==> config.mk <==
export PLATFORM = sky130hd
export DESIGN_NAME = stepper_axis_step_limit_homing
export DESIGN_NICKNAME = d
export VERILOG_FILES = /design/src/hw/rtl/stp_pkg.sv /design/src/hw/rtl/stp_axis_core.sv /design/src/hw/rtl/stp_out_buf.sv /design/src/hw/rtl/stepper_axis_step_limit_homing.sv
export SDC_FILE = /design/constraint.sdc
export NUM_CORES = 1
export LEC_CHECK = 0
export BUFFER_PORTS_ARGS = -buffer_cell sky130_fd_sc_hd__buf_2
export CORE_UTILIZATION = 54
export DETAILED_ROUTE_END_ITERATION = 16
export GPL_ROUTABILITY_DRIVEN = 0
export HOLD_SLACK_MARGIN = 0.03
export PLACE_DENSITY = 0.87
export SLEW_MARGIN = 30
export SYNTH_ARGS = -nofsm -noshare
export SYNTH_HDL_FRONTEND = slang
export SYNTH_SLANG_ARGS = --single-unit
==> constraint.sdc <==
create_clock -name clk -period 3.59 [get_ports clk]
set_input_delay 0.718 -clock clk [delete_from_list [all_inputs] [get_ports clk]]
set_output_delay 0.718 -clock clk [all_outputs]
set_load 0.005 [all_outputs]
==> src/hw/rtl/stp_pkg.sv <==
// ----------------------------------------------------------------------------
// stp_pkg
// shared widths, codes and the result record of the stepper axis block
// ----------------------------------------------------------------------------
package stp_pkg;

  localparam int POSITION_WIDTH = 24;
  localparam int DELAY_WIDTH    = 16;
  localparam int MAX_W          = 23;
  localparam int CFG_IDX_W      = 2;
  localparam int CFG_DATA_W     = 23;

  // request kinds carried in the action field
  localparam logic [1:0] ACT_TICK    = 2'd0;
  localparam logic [1:0] ACT_STEP    = 2'd1;
  localparam logic [1:0] ACT_HOME    = 2'd2;
  localparam logic [1:0] ACT_SET_POS = 2'd3;

  // status codes
  localparam logic [2:0] ST_OK       = 3'd0;
  localparam logic [2:0] ST_REV_END  = 3'd1;
  localparam logic [2:0] ST_FWD_END  = 3'd2;
  localparam logic [2:0] ST_POS_OVER = 3'd3;
  localparam logic [2:0] ST_BUSY     = 3'd4;

  // configuration register indexes
  localparam logic [CFG_IDX_W-1:0] CFG_MAX_STEPS      = 2'd0;
  localparam logic [CFG_IDX_W-1:0] CFG_STEP_LOW_TICKS = 2'd1;

  localparam logic [MAX_W-1:0]       MAX_STEPS_RST      = 23'd8388607;
  localparam logic [DELAY_WIDTH-1:0] STEP_LOW_TICKS_RST = 16'd1000;

  typedef struct packed {
    logic                             step_out;
    logic                             dir_out;
    logic [2:0]                       status;
    logic signed [POSITION_WIDTH-1:0] position;
    logic                             busy_res;
    logic                             home_done;
  } stp_result_t;

endpackage

==> src/hw/rtl/stp_axis_core.sv <==
// ----------------------------------------------------------------------------
// stp_axis_core
// axis state, configuration registers and the per-request update logic
// ----------------------------------------------------------------------------
module stp_axis_core (
  input  logic                         clk,
  input  logic                         rst_n,
  input  logic                         req_fire,
  input  logic [1:0]                   action,
  input  logic                         direction,
  input  logic                         endstop_hit,
  input  logic [stp_pkg::MAX_W-1:0]    new_position,
  input  logic                         cfg_fire,
  input  logic [stp_pkg::CFG_IDX_W-1:0]  cfg_index,
  input  logic [stp_pkg::CFG_DATA_W-1:0] cfg_data,
  output stp_pkg::stp_result_t         result
);
  import stp_pkg::*;

  typedef enum logic [2:0] {
    PH_IDLE, PH_STEP_LOW, PH_HOME_SEEK, PH_HOME_REV_LOW, PH_HOME_RELEASE, PH_HOME_FWD_LOW
  } phase_t;

  phase_t                    phase_r, phase_nxt;
  logic [POSITION_WIDTH-1:0] pos_r, pos_nxt;
  logic [DELAY_WIDTH-1:0]    cnt_r, cnt_nxt;
  logic                      dir_r, dir_nxt;
  logic                      lvl_r, lvl_nxt;
  logic [MAX_W-1:0]          max_steps_r;
  logic [DELAY_WIDTH-1:0]    low_ticks_r;
  logic [2:0]                status;
  logic                      done;
  logic                      fwd_limit;
  logic                      in_pulse;
  logic                      do_release;
  phase_t                    pulse_next;

  // forward limit: signed position at or beyond the limit
  assign fwd_limit = $signed(pos_r) >=
                     $signed({{(POSITION_WIDTH-MAX_W){1'b0}}, max_steps_r});

  assign in_pulse = (phase_r == PH_STEP_LOW) || (phase_r == PH_HOME_REV_LOW) ||
                    (phase_r == PH_HOME_FWD_LOW);

  // seek with the end-stop hit goes on to the release decision at once
  assign do_release = (phase_r == PH_HOME_RELEASE) ||
                      ((phase_r == PH_HOME_SEEK) && endstop_hit);

  // phase entered after the step edge of a pulse
  always_comb begin
    case (phase_r)
      PH_HOME_REV_LOW: pulse_next = PH_HOME_SEEK;
      PH_HOME_FWD_LOW: pulse_next = PH_HOME_RELEASE;
      default:         pulse_next = PH_IDLE;
    endcase
  end

  // next state and status for one request
  always_comb begin
    phase_nxt = phase_r;
    pos_nxt   = pos_r;
    cnt_nxt   = cnt_r;
    dir_nxt   = dir_r;
    lvl_nxt   = lvl_r;
    status    = ST_OK;
    done      = 1'b0;
    if (action == ACT_TICK) begin
      if (in_pulse) begin
        if (cnt_r != '0) begin
          cnt_nxt = cnt_r - 1'b1;
        end else begin
          lvl_nxt   = 1'b1;
          pos_nxt   = dir_r ? pos_r + 1'b1 : pos_r - 1'b1;
          phase_nxt = pulse_next;
        end
      end else if (do_release) begin
        if (!endstop_hit) begin
          pos_nxt   = '0;
          done      = 1'b1;
          phase_nxt = PH_IDLE;
        end else if (fwd_limit) begin
          status    = ST_FWD_END;
          phase_nxt = PH_IDLE;
        end else begin
          dir_nxt   = 1'b1;
          lvl_nxt   = 1'b0;
          cnt_nxt   = low_ticks_r;
          phase_nxt = PH_HOME_FWD_LOW;
        end
      end else if (phase_r == PH_HOME_SEEK) begin
        dir_nxt   = 1'b0;
        lvl_nxt   = 1'b0;
        cnt_nxt   = low_ticks_r;
        phase_nxt = PH_HOME_REV_LOW;
      end else begin
        phase_nxt = PH_IDLE;
      end
    end else if (phase_r != PH_IDLE) begin
      status = ST_BUSY;
    end else begin
      case (action)
        ACT_STEP: begin
          if (!direction && endstop_hit) begin
            status = ST_REV_END;
          end else if (direction && fwd_limit) begin
            status = ST_FWD_END;
          end else begin
            dir_nxt   = direction;
            lvl_nxt   = 1'b0;
            cnt_nxt   = low_ticks_r;
            phase_nxt = PH_STEP_LOW;
          end
        end
        ACT_HOME: phase_nxt = PH_HOME_SEEK;
        default: begin
          if (new_position > max_steps_r) begin
            status = ST_POS_OVER;
          end else begin
            pos_nxt = {{(POSITION_WIDTH-MAX_W){1'b0}}, new_position};
          end
        end
      endcase
    end
  end

  // result of the request, taken by the output buffer on the same edge
  always_comb begin
    result.step_out  = lvl_nxt;
    result.dir_out   = dir_nxt;
    result.status    = status;
    result.position  = $signed(pos_nxt);
    result.busy_res  = (phase_nxt != PH_IDLE);
    result.home_done = done;
  end

  // state and configuration registers
  always_ff @(posedge clk) begin
    if (!rst_n) begin
      phase_r     <= PH_IDLE;
      pos_r       <= '0;
      cnt_r       <= '0;
      dir_r       <= 1'b0;
      lvl_r       <= 1'b1;
      max_steps_r <= MAX_STEPS_RST;
      low_ticks_r <= STEP_LOW_TICKS_RST;
    end else begin
      if (req_fire) begin
        phase_r <= phase_nxt;
        pos_r   <= pos_nxt;
        cnt_r   <= cnt_nxt;
        dir_r   <= dir_nxt;
        lvl_r   <= lvl_nxt;
      end
      if (cfg_fire) begin
        case (cfg_index)
          CFG_MAX_STEPS:      max_steps_r <= cfg_data[MAX_W-1:0];
          CFG_STEP_LOW_TICKS: low_ticks_r <= cfg_data[DELAY_WIDTH-1:0];
          default: ;
        endcase
      end
    end
  end

endmodule

==> src/hw/rtl/stp_out_buf.sv <==
// ----------------------------------------------------------------------------
// stp_out_buf
// output register with a skid stage so a new request is taken while a
// result still waits
// ----------------------------------------------------------------------------
module stp_out_buf (
  input  logic                 clk,
  input  logic                 rst_n,
  input  logic                 push,
  input  stp_pkg::stp_result_t push_data,
  output logic                 can_push,
  output logic                 out_valid,
  input  logic                 out_ready,
  output stp_pkg::stp_result_t out_data
);
  import stp_pkg::*;

  logic        out_valid_r;
  logic        skid_valid_r;
  stp_result_t out_data_r;
  stp_result_t skid_data_r;
  logic        pop;

  assign can_push  = !skid_valid_r;
  assign out_valid = out_valid_r;
  assign out_data  = out_data_r;
  assign pop       = out_valid_r && out_ready;

  // control flags
  always_ff @(posedge clk) begin
    if (!rst_n) begin
      out_valid_r  <= 1'b0;
      skid_valid_r <= 1'b0;
    end else if (!out_valid_r || pop) begin
      out_valid_r  <= skid_valid_r || push;
      skid_valid_r <= 1'b0;
    end else if (push) begin
      skid_valid_r <= 1'b1;
    end
  end

  // payload
  always_ff @(posedge clk) begin
    if (!out_valid_r || pop) begin
      out_data_r <= skid_valid_r ? skid_data_r : push_data;
    end else if (push) begin
      skid_data_r <= push_data;
    end
  end

endmodule

==> src/hw/rtl/stepper_axis_step_limit_homing.sv <==
// ----------------------------------------------------------------------------
// stepper_axis_step_limit_homing
// one stepper axis: step/dir drive, position count, limits and homing
// ----------------------------------------------------------------------------
//  channel  dir  handshake               payload
//  in_      in   in_valid / in_ready     action, direction, endstop_hit,
//                                        new_position
//  out_     out  out_valid / out_ready   step_out, dir_out, status, position,
//                                        busy_res, home_done
//  cfg_     in   cfg_valid / cfg_ready   cfg_index, cfg_data
//
// one request per clock while in_ready is high; its result is registered
// the rate is set by the state update in the axis core
// reset (synchronous, rst_n low) sets idle, position zero, step pin high
// a stalled result is held and one more request lands in the skid stage;
// in_ready drops only while both are full
// cfg_ready is always high
// ----------------------------------------------------------------------------
module stepper_axis_step_limit_homing (
  input  logic                                clk,
  input  logic                                rst_n,
  input  logic                                in_valid,
  output logic                                in_ready,
  input  logic [1:0]                          in_action,
  input  logic                                in_direction,
  input  logic                                in_endstop_hit,
  input  logic [stp_pkg::MAX_W-1:0]           in_new_position,
  output logic                                out_valid,
  input  logic                                out_ready,
  output logic                                out_step_out,
  output logic                                out_dir_out,
  output logic [2:0]                          out_status,
  output logic signed [stp_pkg::POSITION_WIDTH-1:0] out_position,
  output logic                                out_busy_res,
  output logic                                out_home_done,
  input  logic                                cfg_valid,
  output logic                                cfg_ready,
  input  logic [stp_pkg::CFG_IDX_W-1:0]       cfg_index,
  input  logic [stp_pkg::CFG_DATA_W-1:0]      cfg_data
);
  import stp_pkg::*;

  stp_result_t core_res;
  stp_result_t buf_res;
  logic        req_fire;

  assign cfg_ready = 1'b1;
  assign req_fire  = in_valid && in_ready;

  // axis state and update
  stp_axis_core u_core (
    .clk          (clk),
    .rst_n        (rst_n),
    .req_fire     (req_fire),
    .action       (in_action),
    .direction    (in_direction),
    .endstop_hit  (in_endstop_hit),
    .new_position (in_new_position),
    .cfg_fire     (cfg_valid && cfg_ready),
    .cfg_index    (cfg_index),
    .cfg_data     (cfg_data),
    .result       (core_res)
  );

  // result register and skid
  stp_out_buf u_buf (
    .clk       (clk),
    .rst_n     (rst_n),
    .push      (req_fire),
    .push_data (core_res),
    .can_push  (in_ready),
    .out_valid (out_valid),
    .out_ready (out_ready),
    .out_data  (buf_res)
  );

  assign out_step_out  = buf_res.step_out;
  assign out_dir_out   = buf_res.dir_out;
  assign out_status    = buf_res.status;
  assign out_position  = buf_res.position;
  assign out_busy_res  = buf_res.busy_res;
  assign out_home_done = buf_res.home_done;

  // checks
  a_ready_implies_slot: assert property (@(posedge clk) disable iff (!rst_n)
    !in_ready |-> out_valid)
    else $error("request blocked with no result pending");

  a_home_done_zero: assert property (@(posedge clk) disable iff (!rst_n)
    (out_valid && out_home_done) |-> (out_position == '0 && !out_busy_res))
    else $error("homing finished without zero position or still busy");

  a_busy_status: assert property (@(posedge clk) disable iff (!rst_n)
    (out_valid && out_status == ST_BUSY) |-> out_busy_res)
    else $error("busy status while idle");

  a_low_pin_busy: assert property (@(posedge clk) disable iff (!rst_n)
    (out_valid && !out_step_out) |-> out_busy_res)
    else $error("step pin low outside a pulse");

  a_accept_shows: assert property (@(posedge clk) disable iff (!rst_n)
    req_fire |=> out_valid)
    else $error("accepted request left no result");

endmodule
# Yosys cells after proc, flatten, opt, wreduce, memory -nomap -nowiden
# Cells that the tools add are included.
[word_totals]
reg_bits = 148
[classes]
eq_ne = 15
n_bitwise = 2
n_lt_le_gt_ge = 2
addsub = 3
n_mux = 68
n_reduce_logical = 25
[ops]
columns = ["op", "n"]
rows = [
  ["24-bit 2-to-1 mux", 9],
  ["16-bit 2-to-1 mux", 11],
  ["3-bit 2-to-1 mux", 15],
  ["31-bit 2-to-1 mux", 1],
  ["1-bit 2-to-1 mux", 25],
  ["24-bit by 1-bit adder with 24-bit output, second input constant", 1],
  ["24-bit >= comparator", 1],
  ["24-bit by 1-bit subtractor with 24-bit output, second input constant", 1],
  ["23-bit greater-than comparator", 1],
  ["3-bit case mux with 2 select lines", 3],
  ["16-bit nonzero test", 1],
  ["16-bit by 1-bit subtractor with 16-bit output, second input constant", 1],
  ["9-bit AND reduction", 1],
  ["2-bit 2-to-1 mux", 4],
  ["3-bit by 2-bit == test with 1-bit output, second input constant", 2],
  ["3-bit == test, second input constant", 2],
  ["2-bit by 1-bit inequality test with 1-bit output, second input constant", 3],
  ["2-bit AND reduction", 3],
  ["3-bit nonzero test", 2],
  ["1-bit logical AND", 5],
  ["1-bit logical OR", 5],
  ["2-bit by 1-bit == test with 1-bit output, second input constant", 2],
  ["2-bit logical NOT", 2],
  ["4-bit by 2-bit inequality test with 1-bit output, second input constant", 1],
  ["9 further kinds", 13],
]

# Logic depth before layout (Yosys ltp)
# Gate-level depths: netlist of run 1.
[depth]
ltp_word = 9
ltp_mapped = 13
mapped_depth_nobuf = 10

# Cells and area by module
# Synthesis of run 1 repeated with hierarchy kept, for this count alone.
[hier_totals]
cells_unflattened = 988
area_unflattened_um2 = 9215.1
[by_module_without_submodules]
columns = ["mod", "instances", "seq_area_each_um2", "area_per_inst_um2", "cells_per_inst"]
rows = [
  ["stp_axis_core", 1, 1681.6, 6726.5, 879],
  ["stp_out_buf", 1, 1901.8, 2471.1, 106],
  ["stepper_axis_step_limit_homing", 1, 0.0, 17.5, 3],
]

# Worst setup path before layout of run 1
# OpenSTA, ideal clock, no wires.
[synth_path]
kind = "input port to flip-flop"
from = "in out_ready"
to = "reg u_buf.skid_data_r[0] (netlist bit), enable pin"
setup_slack_ns = 0.203
cell_stages = 2
t_arrival_ns = 2.968
cell_sequence = "nand2b_1 > nor2_1"
[synth_via]
elab_chain_cells = 4
[synth_rtl]
columns = ["element", "line", "text"]
rows = [
  ["start: declaration", "stepper_axis_step_limit_homing.sv:29", "input logic out_ready,"],
  ["1-bit logical AND", "stp_out_buf.sv:27", "assign pop = out_valid_r && out_ready;"],
  ["1-bit logical OR", "stp_out_buf.sv:44", "if (!out_valid_r || pop) begin"],
  ["1-bit inverter (no source line)", "-", ""],
  ["2-bit AND reduction (no source line)", "-", ""],
  ["end signal: assignment", "stp_out_buf.sv:47", "skid_data_r <= push_data;"],
  ["end: declaration", "stp_out_buf.sv:21", "stp_result_t skid_data_r;"],
]
# No other way between the ends.
# A chain may end at the register's enable or synchronous reset.

==> flow_results.xml, run 1 <==
<?xml version="1.0" encoding="UTF-8"?>
<metrics>
  <group name="outcome">
    <metric name="run_status" unit="">complete, no violations</metric>
  </group>
  <group name="worst_setup_path">
    <metric name="timing.critical_path.mode_cell" unit="">sky130_fd_sc_hd__a31oi_1</metric>
    <metric name="crit_path_cell_trace" unit="">inv_1 &gt; ha_1 &gt; a21oi_1 &gt; o21ai_1 &gt; a211oi_2 &gt; a31oi_1 &gt; a31oi_1 &gt; mux2i_1 &gt; nand3_1 &gt; mux2_2</metric>
    <metric name="critPathTopFamily" unit="">compound AO/OA/AOI/OAI gates</metric>
    <metric name="kind_of_capture_point_of_the_worst_setup_path" unit="">flop</metric>
    <metric name="cp-start-kind" unit="">flop</metric>
    <metric name="worstPathArrival" unit="ps">3630</metric>
    <metric name="path_class" unit="">reg -&gt; reg</metric>
    <metric name="crit_fanout" unit="">11</metric>
    <metric name="cp.required" unit="ps">3770</metric>
    <metric name="cp_num_buf_inv" unit="">1</metric>
    <metric name="crit_path_max_incr_delay" unit="ps">480</metric>
    <metric name="cpMaxStageDelayCell" unit="">sky130_fd_sc_hd__a211oi_2</metric>
  </group>
  <group name="die">
    <metric name="start_util" unit="%">56.0</metric>
    <metric name="coreArea" unit="mm²">0.0161</metric>
    <metric name="placement_rows" unit="">46</metric>
    <metric name="chipHeight" unit="µm">131</metric>
    <metric name="dieWidth" unit="µm">131</metric>
    <metric name="die-area" unit="mm²">0.0172</metric>
    <metric name="num_io_pins" unit="">91</metric>
  </group>
  <group name="placement">
    <metric name="dp_hpwl" unit="mm">17.4</metric>
    <metric name="dp_cells" unit="">1288</metric>
    <metric name="setup_slack_placement" unit="ps">128</metric>
    <metric name="port_buffers" unit="">89</metric>
    <metric name="placedInstanceArea" unit="mm²">0.00978</metric>
  </group>
  <group name="clocking">
    <metric name="max-clock-path-buffers" unit="">2</metric>
    <metric name="h_tree_depth" unit="">4</metric>
    <metric name="cts_setup_buffers" unit="">0</metric>
    <metric name="cts_num_sinks" unit="">148</metric>
    <metric name="cts_resized" unit="">0</metric>
    <metric name="clock_insertion_delay_worst_skew" unit="ps">430</metric>
    <metric name="cts_tree" unit="">yes</metric>
    <metric name="cts.hold.buffers_added" unit="">0</metric>
    <metric name="tritoncts.num_buffers" unit="">17</metric>
    <metric name="clockRootBuffer" unit="">sky130_fd_sc_hd__clkbuf_16</metric>
    <metric name="cts.reportedPaths.clkPinSlew" unit="ps">70</metric>
  </group>
  <group name="synthesis">
    <metric name="netlist_area" unit="mm²">0.00902</metric>
    <metric name="post_synth_inst_count" unit="">1003</metric>
    <metric name="synth.area.top_cells" unit="">sky130_fd_sc_hd__edfxtp_1, sky130_fd_sc_hd__dfxtp_1, sky130_fd_sc_hd__ha_1, sky130_fd_sc_hd__nand2_1, sky130_fd_sc_hd__a21oi_1</metric>
    <metric name="synth_fp_nets" unit="">1133</metric>
    <metric name="synth_enable_flop_cells" unit="">62</metric>
    <metric name="syn-mean-instance-area" unit="µm²">9.00</metric>
    <metric name="top_count_cell_post_synth" unit="">sky130_fd_sc_hd__nand2_1</metric>
    <metric name="library_cell_with_the_largest_summed_area_after_synthesis" unit="">sky130_fd_sc_hd__edfxtp_1</metric>
    <metric name="yosysSeqAreaShare" unit="%">39.7</metric>
    <metric name="ys_async_sr_fraction" unit="%">0</metric>
    <metric name="area_fraction_of_the_dominant_cell_type_after_synthesis" unit="%">20.6</metric>
    <metric name="post_synth_most_frequent_cells" unit="">sky130_fd_sc_hd__nand2_1, sky130_fd_sc_hd__dfxtp_1, sky130_fd_sc_hd__ha_1</metric>
    <metric name="number_of_synthesized_register_bits" unit="">148</metric>
    <metric name="ys_warn_count" unit="">0</metric>
    <metric name="synth_ff_type" unit="">sky130_fd_sc_hd__dfxtp_1</metric>
    <metric name="synthDistinctLibCells" unit="">82</metric>
  </group>
  <group name="timing">
    <metric name="setup_tns" unit="ps">0</metric>
    <metric name="setup_viol" unit="">0</metric>
    <metric name="hold_fails_final_rpt" unit="">0</metric>
    <metric name="slew_violations" unit="">0</metric>
    <metric name="slew_headroom" unit="%">45.0</metric>
    <metric name="rsz_0062_raised_after_global_routing" unit="">no</metric>
    <metric name="timing.clock.skew" unit="ps">10.4</metric>
    <metric name="fin_crit_sh" unit="%">96.0</metric>
    <metric name="fmaxAchievable" unit="MHz">290</metric>
    <metric name="slew_worst_pin" unit="ps">826</metric>
    <metric name="fin_crit" unit="ps">3450</metric>
    <metric name="worst_slack" unit="ps">145</metric>
  </group>
  <group name="worst_hold_path">
    <metric name="holdCritPathClass" unit="">reg -&gt; reg</metric>
  </group>
  <group name="layout">
    <metric name="stdcell_area" unit="mm²">0.0103</metric>
    <metric name="layout-drive-gt1-share" unit="%">19.8</metric>
    <metric name="final_net_count" unit="">1221</metric>
    <metric name="antenna_cells_inserted" unit="">0</metric>
    <metric name="final_cells" unit="">1320</metric>
    <metric name="post-route-util" unit="%">64.2</metric>
    <metric name="syn_to_final_growth" unit="%">14.6</metric>
  </group>
  <group name="detailed_routing">
    <metric name="drt.antenna.violating_nets" unit="">0</metric>
    <metric name="route.vias.total" unit="">8252</metric>
    <metric name="drt_iter0_markers" unit="">778</metric>
    <metric name="drt_wl_total" unit="mm">24.0</metric>
    <metric name="drt_pass1_iterations" unit="">5</metric>
    <metric name="drc" unit="">0</metric>
    <metric name="vias_per_cell" unit="">6.25</metric>
    <metric name="detail_route.wl_per_cell" unit="µm">18.2</metric>
  </group>
  <group name="global_routing">
    <metric name="wire_length_of_the_first_global_routing_pass" unit="mm">38.7</metric>
    <metric name="grt_pass1_vias" unit="">7670</metric>
    <metric name="antenna_found_initial" unit="">0</metric>
    <metric name="grt_max_degree" unit="">63</metric>
    <metric name="grt_usage" unit="%">28.3</metric>
    <metric name="grt_overflow_total" unit="">0</metric>
  </group>
  <group name="power">
    <metric name="sequentialPowerShare" unit="%">40.9</metric>
    <metric name="power.clock.fraction" unit="%">35.3</metric>
    <metric name="netSwitchingFraction" unit="%">30.8</metric>
    <metric name="maximum_ir_drop_on_the_vdd_rail" unit="mV">0.489</metric>
    <metric name="power_switching" unit="µW">1480</metric>
    <metric name="share_of_power_burned_in_combinational_logic" unit="%">23.8</metric>
    <metric name="static_power_due_to_leakage" unit="µW">0.00451</metric>
    <metric name="power_report.internal_total" unit="µW">3320</metric>
    <metric name="power_density" unit="mW/mm²">464</metric>
  </group>
  <group name="flow_run">
    <metric name="cap_violations" unit="">0</metric>
  </group>
</metrics>
## through the flow
stage               hold slack, ps  power [µW]
finish                         462        4800
global route                   488        4990
CTS                            460        4780
detailed placement             448        3090
global placement               444        3050
floorplan                      433        2740
## worst reg2reg max path: cells and delay by family (launching register included)
kind / cells / cell delay [ps]
and+or+nand+nor: 1 / 180
buffers and inverters: 1 / 340
DFF: 1 / 310
muxes: 2 / 590
adders and majority gates: 1 / 340
AOI/OAI and AO/OA: 5 / 1440
## final timing paths
| check | cells past startpoint | to | slack, ps | from |
|---|---|---|---|---|
| setup reg to reg | 10 | u_buf.out_data[19] | 140 | u_core.dir_r |
| hold reg to reg | 2 | u_core.low_ticks_r[15] | 460 | u_core.low_ticks_r[15] |
| setup / recovery | 10 | u_buf.out_data[19] | 140 | u_core.dir_r |
| hold / removal | 2 | u_core.low_ticks_r[15] | 460 | u_core.low_ticks_r[15] |
## metal layers
| layer | track usage, % | wire, µm | vias up |
|---|---|---|---|
| met5 | 0 | 0 | - |
| met4 | 14.4 | 1010 | 0 |
| met3 | 5.63 | 2470 | 83 |
| met2 | 44.2 | 10700 | 483 |
| met1 | 37.2 | 9850 | 3822 |
| li1 | - | - | 3864 |
## power groups by stage
stage               clock network (µW)  logic, µW  registers (µW)
finish                            1690       1140            1960
global route                      1770       1240            1970
CTS                               1710       1120            1960
detailed placement                   0       1100            2000
global placement                     0       1060            1990
floorplan                            0        760            1980
## flip-flops by register name (all words and copies together) (netlist names)
signal / flops
u_buf.skid_valid_r: 1
u_core.max_steps_r: 23
u_core.pos_r: 24
u_core.cnt_r: 16
u_buf.out_valid: 1
u_buf.out_data: 31
u_core.low_ticks_r: 16
u_buf.skid_data_r: 31
u_core.lvl_r: 1
u_core.dir_r: 1
u_core.phase_r: 3
## layout make-up
type	instances	area (µm²)
fillers	1266	5770
multi-input cells	761	5070
flip-flops and latches	148	3580
repair buffers	122	706
clock buffers	19	433
well taps	216	270
inverters	41	154
clock inverters	13	124
## cell usage in the layout (no fill, tap or decap), drive strengths merged, types with 8 or more instances in the layout
| master | instances |
|---|---|
| a21o | 12 |
| o211ai | 30 |
| a211oi | 8 |
| inv | 46 |
| nor2 | 68 |
| xor2 | 9 |
| a31oi | 13 |
| a21oi | 72 |
| o21a | 10 |
| and3 | 11 |
| dfxtp | 86 |
| nand4 | 11 |
| buf | 122 |
| o31ai | 8 |
| nand2b | 9 |
| nor3 | 21 |
| nor4 | 8 |
| mux2 | 32 |
| a22oi | 12 |
| nand3 | 35 |
| o21ai | 61 |
| mux2i | 10 |
| edfxtp | 62 |
| clkbuf | 19 |
| ha | 72 |
| nand2 | 153 |
## logic make-up after synthesis
family,after synthesis,synth area share [%]
other,1,0.0416
muxes,42,5.19
AOI/OAI and AO/OA,285,21.4
buffers and inverters,94,4.27
and+or+nand+nor,346,17.8
DFF,148,39.7
adders and majority gates,73,10.2
xor gates and xnor gates,14,1.36
Note: power is estimated with default switching activity, not from simulation.
==> run 2, diff against run 1 <==
--- a/config.mk
+++ b/config.mk
@@ -6,6 +6,7 @@
 export NUM_CORES = 1
 export LEC_CHECK = 0
 export BUFFER_PORTS_ARGS = -buffer_cell sky130_fd_sc_hd__buf_2
+export CORE_MARGIN = 2
 export CORE_UTILIZATION = 54
 export DETAILED_ROUTE_END_ITERATION = 16
 export GPL_ROUTABILITY_DRIVEN = 0
==> run 2 against run 1 <==
  * Global-route usage is 0.24 points lower
  * Cell count up 0.91%
  * Core utilization is 0.74 points lower
  * Critical path depth grew 1
  * Hold slack worse by 5.9 ps
  * Clock skew increased by 3.5 ps
  * Total power grew 2.7%
  * Sequential power hardly changed
  * Clock power up 7%
  * Combinational power about the same
  * First-iteration DRC count increased by 6.8%
  * Final area up 0.99%
  * Critical endpoint is now u_buf.out_data[25]
  * Largest power group unchanged
  * Highest routed layer unchanged
==> flow_results.xml, run 2 (synthesis results as in run 1) <==
<?xml version="1.0" encoding="UTF-8"?>
<metrics>
  <group name="worst_setup_path">
    <metric name="crit_path_cell_trace" unit="">inv_1 &gt; buf_4 &gt; ha_1 &gt; a21o_1 &gt; a21o_1 &gt; a21oi_1 &gt; a221oi_1 &gt; a21oi_1 &gt; mux2i_2 &gt; mux2i_1 &gt; mux2_4</metric>
    <metric name="worstPathArrival" unit="ps">3680</metric>
    <metric name="cpMaxStageDelayCell" unit="">sky130_fd_sc_hd__ha_1</metric>
    <metric name="cp.required" unit="ps">3780</metric>
    <metric name="crit_fanout" unit="">11</metric>
    <metric name="ff2ff_path_depth" unit="">11</metric>
    <metric name="cp-start-kind" unit="">flop</metric>
    <metric name="crit_path_max_incr_delay" unit="ps">350</metric>
    <metric name="kind_of_capture_point_of_the_worst_setup_path" unit="">flop</metric>
    <metric name="path_class" unit="">reg -&gt; reg</metric>
  </group>
  <group name="global_routing">
    <metric name="grt_pass1_vias" unit="">7744</metric>
    <metric name="wire_length_of_the_first_global_routing_pass" unit="mm">39.1</metric>
    <metric name="grt_usage" unit="%">28.1</metric>
    <metric name="antenna_found_initial" unit="">0</metric>
    <metric name="grt_max_degree" unit="">63</metric>
    <metric name="grt_overflow_total" unit="">0</metric>
  </group>
  <group name="die">
    <metric name="placement_rows" unit="">47</metric>
    <metric name="num_io_pins" unit="">91</metric>
    <metric name="chipHeight" unit="µm">133</metric>
    <metric name="coreArea" unit="mm²">0.0165</metric>
    <metric name="dieWidth" unit="µm">133</metric>
    <metric name="start_util" unit="%">54.8</metric>
    <metric name="die-area" unit="mm²">0.0178</metric>
  </group>
  <group name="clocking">
    <metric name="cts.reportedPaths.clkPinSlew" unit="ps">60</metric>
    <metric name="tritoncts.num_buffers" unit="">17</metric>
    <metric name="clockRootBuffer" unit="">sky130_fd_sc_hd__clkbuf_16</metric>
    <metric name="cts_setup_buffers" unit="">0</metric>
    <metric name="cts.hold.buffers_added" unit="">0</metric>
    <metric name="cts_resized" unit="">0</metric>
    <metric name="h_tree_depth" unit="">4</metric>
    <metric name="clock_insertion_delay_worst_skew" unit="ps">450</metric>
    <metric name="cts_tree" unit="">yes</metric>
    <metric name="max-clock-path-buffers" unit="">2</metric>
    <metric name="cts_num_sinks" unit="">148</metric>
  </group>
  <group name="layout">
    <metric name="most_common_library_cell_in_the_layout_ignoring_fill_and_taps" unit="">sky130_fd_sc_hd__nand2_1</metric>
    <metric name="final_net_count" unit="">1229</metric>
    <metric name="stdcell_area" unit="mm²">0.0104</metric>
    <metric name="layout-drive-gt1-share" unit="%">20.6</metric>
    <metric name="ff_latch_area" unit="mm²">0.00358</metric>
    <metric name="multi_input_area" unit="mm²">0.00507</metric>
    <metric name="syn_to_final_growth" unit="%">15.7</metric>
    <metric name="n_fill_cell" unit="">1329</metric>
    <metric name="mostFrequentLayoutCells" unit="">sky130_fd_sc_hd__nand2_1, sky130_fd_sc_hd__buf_2, sky130_fd_sc_hd__dfxtp_1, sky130_fd_sc_hd__ha_1, sky130_fd_sc_hd__a21oi_1</metric>
    <metric name="antenna_cells_inserted" unit="">0</metric>
    <metric name="final_cells" unit="">1332</metric>
  </group>
  <group name="power">
    <metric name="static_power_due_to_leakage" unit="µW">0.00458</metric>
    <metric name="power_report.internal_total" unit="µW">3410</metric>
    <metric name="netSwitchingFraction" unit="%">30.8</metric>
    <metric name="power_switching" unit="µW">1520</metric>
    <metric name="totalPowerFinal" unit="µW">4930</metric>
    <metric name="power_density" unit="mW/mm²">472</metric>
    <metric name="share_of_power_burned_in_combinational_logic" unit="%">23.4</metric>
    <metric name="maximum_ir_drop_on_the_vdd_rail" unit="mV">0.394</metric>
    <metric name="sequentialPowerShare" unit="%">39.9</metric>
    <metric name="power.clock.fraction" unit="%">36.8</metric>
  </group>
  <group name="timing">
    <metric name="timing.clock.skew" unit="ps">14.0</metric>
    <metric name="hold-worst-slack" unit="ps">457</metric>
    <metric name="slew_violations" unit="">0</metric>
    <metric name="setup_tns" unit="ps">0</metric>
    <metric name="slew_headroom" unit="%">46.6</metric>
    <metric name="fmaxAchievable" unit="MHz">287</metric>
    <metric name="fin_crit_sh" unit="%">97.1</metric>
    <metric name="slew_worst_pin" unit="ps">802</metric>
    <metric name="fin_crit" unit="ps">3480</metric>
    <metric name="hold_fails_final_rpt" unit="">0</metric>
    <metric name="setup_viol" unit="">0</metric>
    <metric name="rsz_0062_raised_after_global_routing" unit="">no</metric>
  </group>
  <group name="placement">
    <metric name="port_buffers" unit="">89</metric>
    <metric name="dp_cells" unit="">1300</metric>
    <metric name="dp_hpwl" unit="mm">17.5</metric>
    <metric name="placedInstanceArea" unit="mm²">0.00985</metric>
  </group>
  <group name="detailed_routing">
    <metric name="detail_route.wl_per_cell" unit="µm">18.4</metric>
    <metric name="drt_iter0_markers" unit="">831</metric>
    <metric name="drc" unit="">0</metric>
    <metric name="drt_wl_total" unit="mm">24.5</metric>
    <metric name="drt_pass1_iterations" unit="">5</metric>
    <metric name="drt.antenna.violating_nets" unit="">0</metric>
    <metric name="route.vias.total" unit="">8294</metric>
    <metric name="vias_per_cell" unit="">6.23</metric>
  </group>
  <group name="worst_hold_path">
    <metric name="hold-path-cell-count" unit="">2</metric>
    <metric name="holdCritPathClass" unit="">reg -&gt; reg</metric>
  </group>
  <group name="outcome">
    <metric name="run_status" unit="">complete, no violations</metric>
  </group>
  <group name="flow_run">
    <metric name="cap_violations" unit="">0</metric>
  </group>
</metrics>
## run 2: layout make-up
cell class	instances	share of cell area (%)
clock buffer	18	4.11
clock inverter	14	1.58
inverter	41	1.47
multi-input combinational	761	48.6
sequential	148	34.3
tap	220	2.64
timing repair buffer	130	7.33
## run 2: power groups by stage
stage	registers (µW)	clock network (µW)	logic (µW)
2_1_floorplan	1980	0	760
3_3_place_gp	1990	0	1070
3_5_place_dp	2000	0	1110
4_1_cts	1960	1820	1130
5_1_grt	1970	1890	1260
6_report	1960	1810	1150
## run 2: worst paths after layout
| kind | from | endpoint | slack (ps) |
|---|---|---|---|
| hold / removal | u_core.low_ticks_r[4] | u_core.low_ticks_r[4] | 460 |
| setup / recovery | u_core.dir_r | u_buf.out_data[25] | 110 |
| hold reg to reg | u_core.low_ticks_r[4] | u_core.low_ticks_r[4] | 460 |
| setup reg to reg | u_core.dir_r | u_buf.out_data[25] | 110 |
## run 2: stage by stage
stage               utilization [%]  worst slack, ps
finish                         63.4              106
global route                   63.4             72.3
CTS                            63.4              243
detailed placement             59.8              191
global placement               59.8              264
floorplan                         -              203
## run 2: worst max-delay path, delay by kind of cell, from the launching register on
family | cells | cell delay, ps
adders and majority gates | 1 | 350
DFF | 1 | 310
buffers and inverters | 2 | 620
AOI/OAI and AO/OA | 5 | 1240
muxes | 3 | 710
## run 2: routing by layer
layer	GRT usage (%)	vias to the layer above	wire length [µm]	share of wire, %
met5	0	-	0	0
met4	16.7	0	1230	5.0
met3	6.47	106	2410	9.9
met2	42.1	463	10800	44
met1	37.1	3839	10100	41
li1	-	3886	-	-
==> run 3, diff against run 2 <==
--- a/config.mk
+++ b/config.mk
@@ -7,11 +7,11 @@
 export LEC_CHECK = 0
 export BUFFER_PORTS_ARGS = -buffer_cell sky130_fd_sc_hd__buf_2
 export CORE_MARGIN = 2
-export CORE_UTILIZATION = 54
+export CORE_UTILIZATION = 37
 export DETAILED_ROUTE_END_ITERATION = 16
 export GPL_ROUTABILITY_DRIVEN = 0
 export HOLD_SLACK_MARGIN = 0.03
-export PLACE_DENSITY = 0.87
+export PLACE_DENSITY = 0.66
 export SLEW_MARGIN = 30
 export SYNTH_ARGS = -nofsm -noshare
 export SYNTH_HDL_FRONTEND = slang
==> run 3 against run 2 <==
  * Setup slack better by 170 ps
  * Final area is 1.6% higher
  * Hold slack worse by 0.60 ps
  * Clock skew is 2.2 ps lower
  * Global-route usage is 8.4 points lower
  * Sequential power hardly changed
  * Cell count is 8.1% higher
  * Critical path type unchanged
  * Critical endpoint unchanged
  * Highest routed layer is now met5
==> flow_results.xml, run 3 (synthesis results as in run 1) <==
<?xml version="1.0" encoding="UTF-8"?>
<metrics>
  <group name="clocking">
    <metric name="cts_num_sinks" unit="">148</metric>
    <metric name="cts_tree" unit="">yes</metric>
    <metric name="cts_resized" unit="">0</metric>
    <metric name="clockRootBuffer" unit="">sky130_fd_sc_hd__clkbuf_16</metric>
    <metric name="clock_insertion_delay_worst_skew" unit="ps">430</metric>
    <metric name="h_tree_depth" unit="">4</metric>
    <metric name="max-clock-path-buffers" unit="">2</metric>
    <metric name="tritoncts.num_buffers" unit="">17</metric>
    <metric name="cts.reportedPaths.clkPinSlew" unit="ps">70</metric>
    <metric name="cts_setup_buffers" unit="">0</metric>
    <metric name="cts.hold.buffers_added" unit="">0</metric>
  </group>
  <group name="detailed_routing">
    <metric name="drc" unit="">0</metric>
    <metric name="drt_pass1_iterations" unit="">5</metric>
    <metric name="route.vias.total" unit="">7914</metric>
    <metric name="drt_iter0_markers" unit="">641</metric>
    <metric name="drt.antenna.violating_nets" unit="">0</metric>
    <metric name="vias_per_cell" unit="">5.50</metric>
    <metric name="drt_wl_total" unit="mm">25.2</metric>
    <metric name="detail_route.wl_per_cell" unit="µm">17.5</metric>
  </group>
  <group name="layout">
    <metric name="stdcell_area" unit="mm²">0.0106</metric>
    <metric name="most_common_library_cell_in_the_layout_ignoring_fill_and_taps" unit="">sky130_fd_sc_hd__nand2_1</metric>
    <metric name="layout-drive-gt1-share" unit="%">20.9</metric>
    <metric name="multi_input_area" unit="mm²">0.00507</metric>
    <metric name="n_fill_cell" unit="">2391</metric>
    <metric name="ff_latch_area" unit="mm²">0.00358</metric>
    <metric name="syn_to_final_growth" unit="%">17.6</metric>
    <metric name="mostFrequentLayoutCells" unit="">sky130_fd_sc_hd__nand2_1, sky130_fd_sc_hd__buf_2, sky130_fd_sc_hd__dfxtp_1, sky130_fd_sc_hd__ha_1, sky130_fd_sc_hd__a21oi_1</metric>
    <metric name="final_net_count" unit="">1233</metric>
    <metric name="antenna_cells_inserted" unit="">0</metric>
  </group>
  <group name="placement">
    <metric name="placedInstanceArea" unit="mm²">0.0100</metric>
    <metric name="dp_hpwl" unit="mm">18.8</metric>
    <metric name="setup_slack_placement" unit="ps">168</metric>
    <metric name="port_buffers" unit="">89</metric>
  </group>
  <group name="worst_setup_path">
    <metric name="crit_fanout" unit="">13</metric>
    <metric name="cp-start-kind" unit="">flop</metric>
    <metric name="cpMaxStageDelayCell" unit="">sky130_fd_sc_hd__inv_1</metric>
    <metric name="crit_path_max_incr_delay" unit="ps">400</metric>
    <metric name="cp.required" unit="ps">3770</metric>
    <metric name="crit_path_cell_trace" unit="">inv_1 &gt; buf_4 &gt; ha_1 &gt; a211o_1 &gt; a21oi_1 &gt; a21o_1 &gt; a221oi_1 &gt; a21oi_1 &gt; mux2i_2 &gt; mux2i_1 &gt; mux2_4</metric>
    <metric name="timing.critical_path.mode_cell" unit="">sky130_fd_sc_hd__a21oi_1</metric>
    <metric name="critPathTopFamily" unit="">compound AO/OA/AOI/OAI gates</metric>
    <metric name="worstPathArrival" unit="ps">3500</metric>
    <metric name="path_class" unit="">reg -&gt; reg</metric>
    <metric name="kind_of_capture_point_of_the_worst_setup_path" unit="">flop</metric>
    <metric name="cp_num_buf_inv" unit="">2</metric>
  </group>
  <group name="timing">
    <metric name="fin_crit" unit="ps">3320</metric>
    <metric name="timing.clock.skew" unit="ps">11.7</metric>
    <metric name="fmaxAchievable" unit="MHz">302</metric>
    <metric name="hold_fails_final_rpt" unit="">0</metric>
    <metric name="fin_crit_sh" unit="%">92.4</metric>
    <metric name="worst_slack" unit="ps">274</metric>
    <metric name="rsz_0062_raised_after_global_routing" unit="">no</metric>
    <metric name="slew_violations" unit="">0</metric>
    <metric name="slew_worst_pin" unit="ps">711</metric>
    <metric name="slew_headroom" unit="%">52.5</metric>
    <metric name="setup_tns" unit="ps">0</metric>
    <metric name="setup_viol" unit="">0</metric>
  </group>
  <group name="global_routing">
    <metric name="antenna_found_initial" unit="">1</metric>
    <metric name="grt_overflow_total" unit="">0</metric>
    <metric name="grt_max_degree" unit="">46</metric>
    <metric name="grt_usage" unit="%">19.7</metric>
    <metric name="grt_pass1_vias" unit="">7315</metric>
    <metric name="wire_length_of_the_first_global_routing_pass" unit="mm">39.9</metric>
  </group>
  <group name="worst_hold_path">
    <metric name="holdCritPathClass" unit="">reg -&gt; reg</metric>
  </group>
  <group name="die">
    <metric name="start_util" unit="%">37.4</metric>
    <metric name="dieWidth" unit="µm">160</metric>
    <metric name="num_io_pins" unit="">91</metric>
    <metric name="die-area" unit="mm²">0.0257</metric>
    <metric name="coreArea" unit="mm²">0.0241</metric>
    <metric name="chipHeight" unit="µm">160</metric>
    <metric name="placement_rows" unit="">57</metric>
  </group>
  <group name="power">
    <metric name="static_power_due_to_leakage" unit="µW">0.00460</metric>
    <metric name="maximum_ir_drop_on_the_vdd_rail" unit="mV">0.299</metric>
    <metric name="power_density" unit="mW/mm²">463</metric>
  </group>
  <group name="outcome">
    <metric name="run_status" unit="">complete, no violations</metric>
  </group>
  <group name="flow_run">
    <metric name="cap_violations" unit="">0</metric>
  </group>
</metrics>
[run 3: routing by layer]
metal  share of wire [%]  up-vias  global-route usage (%)
met5               0.063        -                       0
met4                 1.7        2                    6.51
met3                 7.0       34                    4.23
met2                  43      308                    29.7
met1                  48     3670                    28.0
li1                    -     3900                       -
[run 3: power breakdown]
part           switching (µW)  internal [µW]  total [µW]
Clock                     747           1050        1800
Combinational             656            494        1150
Sequential               73.3           1890        1960
[run 3: layout make-up]
cell class,count,share of cell area [%]
sequential,148,33.8
tap,324,3.82
clock inverter,13,1.40
multi-input combinational,761,47.8
inverter,41,1.45
timing repair buffer,134,7.62
clock buffer,19,4.17
[run 3: worst paths after layout]
| path | from | to | slack (ps) | depth (start not counted) |
|---|---|---|---|---|
| setup reg to reg | u_core.dir_r | u_buf.out_data[25] | 270 | 11 |
| hold / removal | u_core.low_ticks_r[15] | u_core.low_ticks_r[15] | 460 | 2 |
| setup / recovery | u_core.dir_r | u_buf.out_data[25] | 270 | 11 |
| hold reg to reg | u_core.low_ticks_r[15] | u_core.low_ticks_r[15] | 460 | 2 |
[run 3: through the flow]
stage | total power (µW) | instances | hold slack (ps) | util, %
final | 4910 | 1440 | 456 | 44.0
after global routing | 5150 | 1440 | 474 | 44.0
after CTS | 4930 | 1440 | 457 | 44.0
after detailed placement | 3130 | 1408 | 449 | 41.6
after global placement | 3110 | 1408 | 444 | 41.6
after floorplan | 2740 | 1003 | 433 | -
[run 3: worst reg2reg max path, cell delays in order, from the launching register on]
cell and delay, ps:
sky130_fd_sc_hd__dfxtp_1 310, sky130_fd_sc_hd__inv_1 400, sky130_fd_sc_hd__buf_4 240, sky130_fd_sc_hd__ha_1 240
sky130_fd_sc_hd__a211o_1 300, sky130_fd_sc_hd__a21oi_1 260, sky130_fd_sc_hd__a21o_1 190, sky130_fd_sc_hd__a221oi_1 80
sky130_fd_sc_hd__a21oi_1 250, sky130_fd_sc_hd__mux2i_2 330, sky130_fd_sc_hd__mux2i_1 170, sky130_fd_sc_hd__mux2_4 290
